<file path="config.mk">
export PLATFORM = sky130hd
export DESIGN_NAME = oprg_queue
export DESIGN_NICKNAME = d
export VERILOG_FILES = /design/src/sv/oprg_pkg.sv /design/src/sv/oprg_queue.sv
export SDC_FILE = /design/constraint.sdc
export NUM_CORES = 1
export LEC_CHECK = 0
export BUFFER_PORTS_ARGS = -buffer_cell sky130_fd_sc_hd__clkbuf_2
export CAP_MARGIN = 30
export CORE_MARGIN = 2
export CORE_UTILIZATION = 57
export CTS_CLUSTER_DIAMETER = 120
export DETAILED_ROUTE_END_ITERATION = 16
export HOLD_SLACK_MARGIN = 0.02
export PLACE_DENSITY = 0.79
export SLEW_MARGIN = 40
export SYNTH_ARGS = -nofsm -noshare
export SYNTH_HDL_FRONTEND = slang
export SYNTH_SLANG_ARGS = --single-unit
export TNS_END_PERCENT = 10
</file>
<file path="constraint.sdc">
create_clock -name clk -period 5.2 [get_ports clk]
set_input_delay 1.04 -clock clk [delete_from_list [all_inputs] [get_ports clk]]
set_output_delay 1.04 -clock clk [all_outputs]
set_load 0.01 [all_outputs]
</file>
<file path="src/sv/oprg_pkg.sv">
// ----------------------------------------------------------------------------
// oprg_pkg
// Types and constants shared by the order packet risk gate modules.
// ----------------------------------------------------------------------------
package oprg_pkg;

    // item kinds
    localparam logic [1:0] KIND_EVAL      = 2'd0;
    localparam logic [1:0] KIND_WRITE_EN  = 2'd1;
    localparam logic [1:0] KIND_CLEAR_CNT = 2'd2;
    localparam logic [1:0] KIND_CLEAR_SEQ = 2'd3;

    // configuration register indexes
    localparam int CFG_INDEX_W = 3;
    localparam logic [CFG_INDEX_W-1:0] CFG_MODE_FLAGS = 3'd0;
    localparam logic [CFG_INDEX_W-1:0] CFG_QTY_LO     = 3'd1;
    localparam logic [CFG_INDEX_W-1:0] CFG_QTY_HI     = 3'd2;
    localparam logic [CFG_INDEX_W-1:0] CFG_PX_LO      = 3'd3;
    localparam logic [CFG_INDEX_W-1:0] CFG_PX_HI      = 3'd4;

    // mode flag bit positions
    localparam int MODE_GATE_ON     = 0;
    localparam int MODE_GAP_DETECT  = 1;
    localparam int MODE_NEED_KEY    = 2;
    localparam int MODE_ENFORCE_EN  = 3;
    localparam int MODE_NEED_ORDER  = 4;
    localparam logic [4:0] MODE_RESET = 5'd1;

    // queue between front and back
    localparam int QUEUE_DEPTH = 4;
    localparam int QPTR_W      = 2;

    typedef enum logic [1:0] {
        DEC_ACCEPT = 2'd0,
        DEC_REJECT = 2'd1,
        DEC_DROP   = 2'd2,
        DEC_PASS   = 2'd3
    } decision_t;

    typedef enum logic [2:0] {
        WHY_NONE        = 3'd0,
        WHY_MALFORMED   = 3'd1,
        WHY_GAP         = 3'd2,
        WHY_CFG_MISS    = 3'd3,
        WHY_NOT_ENABLED = 3'd4,
        WHY_SOFTWARE    = 3'd5,
        WHY_RISK        = 3'd6
    } why_t;

    typedef struct packed {
        logic [1:0]  kind;
        logic [63:0] seq_number;
        logic [63:0] rx_time;
        logic [15:0] declared_length;
        logic [15:0] actual_length;
        logic        has_key;
        logic [15:0] locate_index;
        logic        has_order;
        logic [31:0] quantity;
        logic [31:0] price;
        logic        enable_value;
    } in_item_t;

    typedef struct packed {
        decision_t   decision;
        why_t        why;
        logic [63:0] seq_echo;
        logic [63:0] rx_echo;
        logic [63:0] decided_time;
        logic [63:0] total_packets;
        logic [63:0] total_accepted;
        logic [63:0] total_rejected;
        logic [63:0] total_dropped;
        logic [63:0] total_passed;
        logic [63:0] total_malformed;
    } out_item_t;

    // one queued operation for the back part
    typedef struct packed {
        logic        clear_cnt;
        decision_t   decision;
        why_t        why;
        logic [63:0] seq_echo;
        logic [63:0] rx_echo;
    } op_t;

    // configuration held by the front part
    typedef struct packed {
        logic [4:0]  mode_flags;
        logic [31:0] qty_lo;
        logic [31:0] qty_hi;
        logic [31:0] px_lo;
        logic [31:0] px_hi;
    } cfg_t;

endpackage

</file>
<file path="src/sv/oprg_queue.sv">
// ----------------------------------------------------------------------------
// oprg_queue
// Short first-in first-out queue of classified operations.
// ----------------------------------------------------------------------------
module oprg_queue (
    input  logic           clk,
    input  logic           rst_n,
    input  logic           push_valid,
    output logic           push_ready,
    input  oprg_pkg::op_t  push_op,
    output logic           pop_valid,
    input  logic           pop_ready,
    output oprg_pkg::op_t  pop_op
);

    oprg_pkg::op_t                 slot_reg [oprg_pkg::QUEUE_DEPTH];
    logic [oprg_pkg::QPTR_W-1:0]   wr_ptr_reg;
    logic [oprg_pkg::QPTR_W-1:0]   rd_ptr_reg;
    logic [oprg_pkg::QPTR_W:0]     count_reg;
    logic [oprg_pkg::QPTR_W:0]     count_next;
    logic                          push_fire;
    logic                          pop_fire;

    assign push_ready = (count_reg != (oprg_pkg::QPTR_W+1)'(oprg_pkg::QUEUE_DEPTH));
    assign pop_valid  = (count_reg != '0);
    assign pop_op     = slot_reg[rd_ptr_reg];
    assign push_fire  = push_valid && push_ready;
    assign pop_fire   = pop_valid && pop_ready;

    // occupancy
    always_comb
    begin
        count_next = count_reg;
        if (push_fire && !pop_fire)
        begin
            count_next = count_reg + 1'b1;
        end
        else if (pop_fire && !push_fire)
        begin
            count_next = count_reg - 1'b1;
        end
    end

    // pointers and count
    always_ff @(posedge clk or negedge rst_n)
    begin
        if (!rst_n)
        begin
            wr_ptr_reg <= '0;
            rd_ptr_reg <= '0;
            count_reg  <= '0;
        end
        else
        begin
            count_reg <= count_next;
            if (push_fire)
            begin
                wr_ptr_reg <= wr_ptr_reg + 1'b1;
            end
            if (pop_fire)
            begin
                rd_ptr_reg <= rd_ptr_reg + 1'b1;
            end
        end
    end

    // storage
    always_ff @(posedge clk)
    begin
        if (push_fire)
        begin
            slot_reg[wr_ptr_reg] <= push_op;
        end
    end

endmodule

</file>
Yosys cells after proc, flatten, opt, wreduce, memory -nomap -nowiden
Memory sizes are Yosys's and may differ from the RTL's.
Cells that the tools add are included.
- multipliers: 0
- bitwise logic cells: 0
- $lt $le $gt $ge: 0
- reduce and logical (&&, ||, !) cells: 8
- shift operators: 0
- muxes and demuxes: 4
- divide/modulo/power cells: 0
- add/subtract/negate cells: 4
- eq/ne operators: 1
- operators by type and width (operator ; number):
    3-bit 2-to-1 mux ; 2
    2-bit by 1-bit adder with 2-bit output, second input constant ; 2
    1-bit logical AND ; 4
    3-bit by 1-bit adder with 3-bit output, second input constant ; 1
    3-bit != test, second input constant ; 1
    3-bit nonzero test ; 1
    3-bit by 1-bit subtractor with 3-bit output, second input constant ; 1
    1-bit logical NOT ; 2
    1-bit 2-to-1 mux ; 2
    2-bit nonzero test ; 1
- memories: 1
- latch bits: 0
- ROM bits: 0
- register bits: 7
- input bits: 138
- RAM bits: 536
- memory list (name ; words ; width ; rd ports ; clocked after Yosys merged registers in ; write ports ; RTL line ; source):
    slot_reg ; 4 ; 134 ; 1 ; 0 ; 1 ; oprg_queue.sv:16 ; oprg_pkg::op_t slot_reg [oprg_pkg::QUEUE_DEPTH];

Depth between registers and ports, before layout
Gate-level depths: netlist of run 1.
- depth in word-level cells: 6
- gate-level depth with buffers: 8
- gate-level depth less buffers: 8

Worst setup path before layout of run 1
OpenSTA, ideal clock, no wires.
- kind: input-to-reg
- start point: in push_valid
- end point: mem slot_reg[2][0] in the netlist's numbering, enable pin
- library setup time: 0.509 ns
- buffers on the path: 0
- arrival time: 4.422 ns
- stages on the path: 2
- path slack: 0.269 ns
- required time: 4.691 ns
- path through: a21boi_2 and2_1
- longest elaborated chain between the ends: 3
- ends and longest elaborated chain (item ; RTL line ; source):
    from (decl) ; oprg_queue.sv:8 ; input logic push_valid,
    1-bit logical AND ; oprg_queue.sv:27 ; assign push_fire = push_valid && push_ready;
    1-bit 2-to-1 mux ; oprg_queue.sv:70 ; if (push_fire)
    1-bit 2-to-1 mux (not written as such) ; oprg_queue.sv:72 ; slot_reg[wr_ptr_reg] <= push_op;
    to (decl) ; oprg_queue.sv:16 ;
No other way between the ends.

==> results.sh, run 1 <==
export IMPL_run_status="finished clean"
export IMPL_grt_ovfl_total=0
export IMPL_max_freq_mhz=268
export IMPL_max_slew_margin_rel_pct=50.7
export IMPL_global_route_wire_length_before_repair_um=55400
export IMPL_syn_to_final_growth_pct=18.7
export IMPL_slew_violations=0
export IMPL_worstPathMaxFanout=68
export IMPL_rsz0062_at_grt="false"
export IMPL_post_synth_instance_area_sq_um=19700
export IMPL_die_w_um=190
export IMPL_clock_sink_count=543
export IMPL_core_area_sq_um=34300
export IMPL_floorplan_io_pins=274
export IMPL_wl_per_cell_um=24.0
export IMPL_standard_cell_rows=68
export IMPL_yosysTopAreaCellShare_pct=81.7
export IMPL_starting_density_of_the_core_pct=57.5
export IMPL_root_buffer="sky130_fd_sc_hd__clkbuf_16"
export IMPL_drcViolationCount=0
export IMPL_post_route_period_util_pct=71.8
export IMPL_first_global_vias=9190
export IMPL_clock_skew_final_ps=20.6
export IMPL_grt_antenna_before_repair=5
export IMPL_startpoint_type="register"
export IMPL_cts_buffers_inserted=52
export IMPL_fp_dieH_um=190
export IMPL_yosysSeqAreaShare_pct=82.6
export IMPL_synth_seq_cells=543
export IMPL_ys_warn_count=0
export IMPL_setup_worst_path_end_class="output pin"
export IMPL_drt_vias_per_instance=5.69
export IMPL_power_per_cell_area_nw_per_um2=582
export IMPL_clock_tree_from_tritoncts="yes"
export IMPL_postSynth_asyncResetShare_pct=1.29
export IMPL_remaining_antenna_violation_count=0
export IMPL_clock_latency_ps=590
export IMPL_min_path_type="primary input to asynchronous set/reset pin"
export IMPL_post_synth_inst_count=735
export IMPL_route_vias_total=8790
export IMPL_max_cap_violations=0
export IMPL_leakage_power_uw=0.00802
export IMPL_port_buffers=273
export IMPL_netlist_top_cells_area="sky130_fd_sc_hd__edfxtp_1 82%, sky130_fd_sc_hd__mux4_2 15%, sky130_fd_sc_hd__dfrtp_1 0.89%"
export IMPL_synth_ff_type="sky130_fd_sc_hd__edfxtp_1"
export IMPL_max_clock_path_buffers=3
export IMPL_clkSlewWorstSetupHoldPaths_ps=60
export IMPL_grtUsageTotal_pct=20.9
export IMPL_worst_endpoint_arrival_ps=2690
export IMPL_final_worst_setup_slack_ps=1470
export IMPL_vdd_ir_drop_max_mv=0.467
export IMPL_cp_required_ps=4160
export IMPL_layout_nets=1189
export IMPL_worst_pin_slew_ps=739
export IMPL_synthDistinctLibCells=20
export IMPL_synth_net_count=879
export IMPL_grt_start_max_net_pins=89
export IMPL_routabilityCongestion=0.772
export IMPL_tritonroute_pass_1_iters=5
export IMPL_yosysTopAreaCell="sky130_fd_sc_hd__edfxtp_1"
export IMPL_timing_final_hold_violations=0
export IMPL_number_of_synthesized_flops_with_an_enable_pin=536
export IMPL_report_final_setup_viol=0
export IMPL_detail_route_wirelength_um=37000
export IMPL_die_area_sq_um=36100
export IMPL_cts_resized_gates=0
export IMPL_h_tree_depth=2
export IMPL_cts_hold_repair_buffers=0
export IMPL_synth_area_per_cell_sq_um=26.8
export IMPL_dpl_worst_slack_ps=2030
export IMPL_post_route_cells_drive_above_1_share_pct=46.1
export IMPL_postCtsSetupRepairBufs=0
export IMPL_largest_register_ffs=536
export IMPL_setup_total_negative_slack_ps=0
export IMPL_class_of_the_most_critical_setup_path="register to output pin"
export IMPL_post_dp_hpwl_um=21500
export IMPL_min_period_ps=3730
export IMPL_detail_route_iter0_violations=531
-- per-layer routing --
| layer | track usage (%) | share of wire, % |
|---|---|---|
| met2 | 34.2 | 51 |
| met3 | 5.13 | 6.7 |
| met4 | 7.99 | 2.9 |
| met5 | 0 | 0.035 |
| met1 | 27.7 | 39 |
-- layout by cell type (no fill, tap or decap), drive strengths merged, types with 2 or more instances in the layout --
master and instances:
nor2 2, diode 4, xnor2 4, and2 4, clkbuf 334, nand2 2, buf 13, inv 5
bufinv 7, ha 5, mux4 134, dfrtp 7, edfxtp 536, clkinv 24, mux2 2, xor2 2
-- area by class of cell --
class,count,area (sq um)
Tap cell,455,569
Inverter,3,11.3
Timing Repair Buffer,286,1580
Clock buffer,61,1360
Antenna cell,4,10.0
Clock inverter,34,344
Multi-Input combinational cell,159,3250
Fill cell,2070,10900
Sequential cell,543,16300
-- where the power goes --
part	switching (uW)	internal [uW]	leakage [uW]
combinational	2040	1730	0.00220
clock	1530	2210	0.000830
sequential	331	5780	0.00499
-- critical path: stages, from the launching register on --
cell	delay, ps
sky130_fd_sc_hd__dfrtp_4	720
sky130_fd_sc_hd__buf_12	430
sky130_fd_sc_hd__mux4_2	620
sky130_fd_sc_hd__clkbuf_2	150
-- path summary, 6_finish.rpt --
| path | cells past startpoint | slack [ps] | to | start |
|---|---|---|---|---|
| worst max-delay path | 3 | 1470 | pop_op[117] | rd_ptr_reg[0]$_DFFE_PN0P_ |
| worst min register to register | 1 | 550 | count_reg[2]$_DFFE_PN0P_ | count_reg[2]$_DFFE_PN0P_ |
| worst max register to register | 4 | 2750 | slot_reg[2][12]$_DFFE_PP_ | count_reg[0]$_DFFE_PN0P_ |
| min in group clk | 1 | 550 | count_reg[2]$_DFFE_PN0P_ | count_reg[2]$_DFFE_PN0P_ |
| max in group asynchronous | 1 | 4640 | rd_ptr_reg[1]$_DFFE_PN0P_ | rst_n |
| worst min-delay path | 1 | 320 | rd_ptr_reg[0]$_DFFE_PN0P_ | rst_n |
-- cells in the mapped netlist (2+ instances only) --
master / count
sky130_fd_sc_hd__edfxtp_1: 536
sky130_fd_sc_hd__mux4_2: 134
sky130_fd_sc_hd__buf_2: 16
sky130_fd_sc_hd__dfrtp_1: 7
sky130_fd_sc_hd__buf_6: 6
sky130_fd_sc_hd__clkbuf_1: 5
sky130_fd_sc_hd__ha_1: 5
sky130_fd_sc_hd__and2_1: 4
sky130_fd_sc_hd__xnor2_1: 4
sky130_fd_sc_hd__inv_1: 3
sky130_fd_sc_hd__buf_1: 2
sky130_fd_sc_hd__mux2_2: 2
sky130_fd_sc_hd__nand2_1: 2
sky130_fd_sc_hd__nor2_1: 2
sky130_fd_sc_hd__xor2_1: 2
-- metrics by stage --
step	cell area (sq um)	hold slack [ps]	instances	power (uW)	util [%]
floorplan	19700	493	735	8660	-
global placement	21600	522	1444	9950	63.1
detailed placement	21700	526	1445	10000	63.2
CTS	23400	277	1540	13800	68.1
global route	23400	306	1543	14200	68.2
finish	23400	316	1545	13600	68.2
-- logic make-up after synthesis --
group,after synthesis,share of synthesized area [%]
flip-flops,543,82.6
AO/OA/AOI/OAI,1,0.0572
adder cells (fa/ha/maj),6,0.419
multiplexers,136,15.4
XOR/XNOR,6,0.267
AND/OR/NAND/NOR,10,0.260
buffers and inverters,33,0.978
Note: power is estimated with default switching activity, not from simulation.
==> inputs of run 2 (changes only) <==
--- a/config.mk
+++ b/config.mk
@@ -5,14 +5,15 @@
 export SDC_FILE = /design/constraint.sdc
 export NUM_CORES = 1
 export LEC_CHECK = 0
+export ABC_AREA = 1
 export BUFFER_PORTS_ARGS = -buffer_cell sky130_fd_sc_hd__clkbuf_2
 export CAP_MARGIN = 30
 export CORE_MARGIN = 2
-export CORE_UTILIZATION = 57
+export CORE_UTILIZATION = 58
 export CTS_CLUSTER_DIAMETER = 120
 export DETAILED_ROUTE_END_ITERATION = 16
 export HOLD_SLACK_MARGIN = 0.02
-export PLACE_DENSITY = 0.79
+export PLACE_DENSITY = 0.8
 export SLEW_MARGIN = 40
 export SYNTH_ARGS = -nofsm -noshare
 export SYNTH_HDL_FRONTEND = slang
==> constraint.sdc (replaced) <==
create_clock -name clk -period 3.9 [get_ports clk]
set_input_delay 0.78 -clock clk [delete_from_list [all_inputs] [get_ports clk]]
set_output_delay 0.78 -clock clk [all_outputs]
set_load 0.01 [all_outputs]
==> run 2 against run 1 <==
Sequential cell count unchanged; clock skew is 12 ps lower; worst hold slack improved by 100 ps; setup slack got worse by 800 ps; die area up 8.8%; via count increased by 47%; combinational power is 67% higher; sequential power up 30%; final area grew 7.3%; power rose by 40%; synthesized area rose by 11%; non-clock buffer count is 6 higher; largest cell class unchanged.
==> results.sh, run 2 <==
export IMPL_layout_nets=2024
export IMPL_post_synth_instance_area_sq_um=21900
export IMPL_netlist_top_cells_area="sky130_fd_sc_hd__edfxtp_1 74%, sky130_fd_sc_hd__o211ai_1 9.2%, sky130_fd_sc_hd__nand2_1 7.2%"
export IMPL_tritonroute_pass_1_iters=7
export IMPL_drt_vias_per_instance=5.31
export IMPL_yosysTopAreaCellShare_pct=73.7
export IMPL_slew_violations=0
export IMPL_worst_pin_slew_ps=706
export IMPL_floorplan_io_pins=274
export IMPL_max_cap_violations=0
export IMPL_synthDistinctLibCells=17
export IMPL_clock_sink_count=543
export IMPL_clkSlewWorstSetupHoldPaths_ps=60
export IMPL_die_w_um=198
export IMPL_syn_to_final_growth_pct=14.9
export IMPL_synth_ff_type="sky130_fd_sc_hd__edfxtp_1"
export IMPL_worst_endpoint_arrival_ps=2450
export IMPL_route_vias_total=12900
export IMPL_path_cells="inv_4 > buf_4 > o211ai_1 > nand2_1 > clkbuf_2"
export IMPL_final_cell_mix="536 x sky130_fd_sc_hd__edfxtp_1, 420 x sky130_fd_sc_hd__nand2_1, 281 x sky130_fd_sc_hd__inv_1"
export IMPL_post_route_cells_drive_above_1_share_pct=19.2
export IMPL_cts_buffers_inserted=52
export IMPL_worstPathMaxFanout=37
export IMPL_number_of_synthesized_flops_with_an_enable_pin=536
export IMPL_run_status="finished clean"
export IMPL_global_route_wire_length_before_repair_um=67100
export IMPL_yosysSeqAreaShare_pct=74.5
export IMPL_routabilityCongestion=0.776
export IMPL_ys_warn_count=0
export IMPL_synth_seq_cells=543
export IMPL_grtUsageTotal_pct=22.3
export IMPL_remaining_antenna_violation_count=0
export IMPL_postSynth_asyncResetShare_pct=1.29
export IMPL_cp_required_ps=3120
export IMPL_class_of_the_most_critical_setup_path="register to output pin"
export IMPL_die_area_sq_um=39200
export IMPL_grt_antenna_before_repair=1
export IMPL_clock_latency_ps=580
export IMPL_setup_worst_path_end_class="output pin"
export IMPL_largest_register_ffs=536
export IMPL_grt_start_max_net_pins=137
export IMPL_starting_density_of_the_core_pct=58.4
export IMPL_rsz0062_at_grt="false"
export IMPL_yosysTopAreaCell="sky130_fd_sc_hd__edfxtp_1"
export IMPL_worst_path_max_delay_cell="sky130_fd_sc_hd__dfrtp_4"
export IMPL_standard_cell_rows=71
export IMPL_drcViolationCount=0
export IMPL_timing_final_hold_violations=0
export IMPL_synth_area_per_cell_sq_um=13.5
export IMPL_detail_route_iter0_violations=843
export IMPL_design_power_total_uw=19100
export IMPL_port_buffers=273
export IMPL_max_clock_path_buffers=3
export IMPL_first_global_vias=13000
export IMPL_max_freq_mhz=310
export IMPL_synth_net_count=1766
export IMPL_wl_per_cell_um=17.8
export IMPL_h_tree_depth=2
export IMPL_post_dp_hpwl_um=25200
export IMPL_fillCellCount=2526
export IMPL_report_final_setup_viol=0
export IMPL_yosys_cell_count_top_type="sky130_fd_sc_hd__edfxtp_1"
export IMPL_postCtsSetupRepairBufs=0
export IMPL_clock_tree_from_tritoncts="yes"
export IMPL_final_common_cell="sky130_fd_sc_hd__edfxtp_1"
export IMPL_fp_dieH_um=198
export IMPL_core_area_sq_um=37400
export IMPL_grt_ovfl_total=0
export IMPL_vdd_ir_drop_max_mv=0.546
export IMPL_post_route_period_util_pct=82.8
export IMPL_startpoint_type="register"
export IMPL_clock_skew_final_ps=8.69
export IMPL_max_slew_margin_rel_pct=53.0
export IMPL_setup_total_negative_slack_ps=0
export IMPL_post_synth_most_frequent_cells="536 x sky130_fd_sc_hd__edfxtp_1, 420 x sky130_fd_sc_hd__nand2_1, 281 x sky130_fd_sc_hd__inv_1"
export IMPL_min_period_ps=3230
export IMPL_power_per_cell_area_nw_per_um2=762
export IMPL_root_buffer="sky130_fd_sc_hd__clkbuf_16"
export IMPL_post_synth_inst_count=1622
export IMPL_min_path_type="primary input to register"
export IMPL_detail_route_wirelength_um=43300
export IMPL_slowest_delay_ps=510
export IMPL_leakage_power_uw=0.0102
-- run 2: changes by cell type in the layout (fill, tap and decap cells not counted), moves of 4 or more --
cell,delta
sky130_fd_sc_hd__inv_1,+278
sky130_fd_sc_hd__and2_4,-4
sky130_fd_sc_hd__buf_12,+5
sky130_fd_sc_hd__nand3_1,+6
sky130_fd_sc_hd__mux4_2,-134
sky130_fd_sc_hd__o211ai_1,+268
sky130_fd_sc_hd__nand2_1,+418
sky130_fd_sc_hd__nor2_4,+4
-- run 2: final timing paths --
check                                                from  slack [ps]                        end  depth (start not counted)
worst max-delay path            rd_ptr_reg[1]$_DFFE_PN0P_         670                 pop_op[92]                          5
worst min-delay path                          push_op[93]         420  slot_reg[2][93]$_DFFE_PP_                          1
worst max register to register   count_reg[0]$_DFFE_PN0P_        1530  slot_reg[0][72]$_DFFE_PP_                          5
worst min register to register   count_reg[2]$_DFFE_PN0P_         520   count_reg[2]$_DFFE_PN0P_                          2
max in group asynchronous                           rst_n        3090  rd_ptr_reg[1]$_DFFE_PN0P_                          2
min in group asynchronous                           rst_n         600  rd_ptr_reg[0]$_DFFE_PN0P_                          2
-- run 2: where the power goes --
part	total, uW	internal (uW)	switching (uW)
combinational	6290	2010	4280
clock	4900	2860	2030
sequential	7940	7660	274
total	19100	12500	6590
-- run 2: metrics by stage --
step | hold WS (ps) | util (%) | instance area [sq um] | setup WS [ps] | std cells
4_1_cts | 379 | 67.1 | 25100 | 642 | 2431
5_1_grt | 387 | 67.1 | 25100 | 560 | 2431
3_5_place_dp | 507 | 62.7 | 23400 | 1330 | 2336
3_3_place_gp | 484 | 62.7 | 23400 | 1410 | 2336
6_report | 416 | 67.1 | 25100 | 670 | 2432
2_1_floorplan | 463 | - | 21900 | -1000 | 1622
-- run 2: kinds of logic after synthesis --
family                     synth area share [%]
buffers and inverters                      8.42
AOI/OAI and AO/OA                          9.23
DFF                                        74.5
adders and majority gates                 0.378
and+or+nand+nor                            7.47
xor gates and xnor gates                 0.0401
-- run 2: layout make-up --
type                    instances  area [sq um]  area share [%]
multi-input cells             708          3770            15.0
well taps                     511           639            2.55
clock inverters                27           250           0.997
diodes                          1          2.50         0.00997
clock buffers                  67          1410            5.61
repair buffers                292          1690            6.72
inverters                     283          1070            4.27
flip-flops and latches        543         16300            64.8
-- run 2: routing by layer --
metal,part of all wire [%],track usage (%)
met1,40,27.6
met3,8.5,6.20
met2,49,37.9
met5,0,0
met4,2.6,7.41
-- run 2: repair_timing --
action | 4_1_cts | 5_1_grt
hold buffers | 1 | 0
hold endpoints to repair | 7 | 0
gates resized for setup | 0 | 0
-- run 2: critical path, delay by kind of cell (launching register included) --
kind | cells | cell delay, ps
AO/OA/AOI/OAI | 1 | 210
buffers and inverters | 3 | 990
flip-flops | 1 | 510
AND/OR/NAND/NOR | 1 | 130
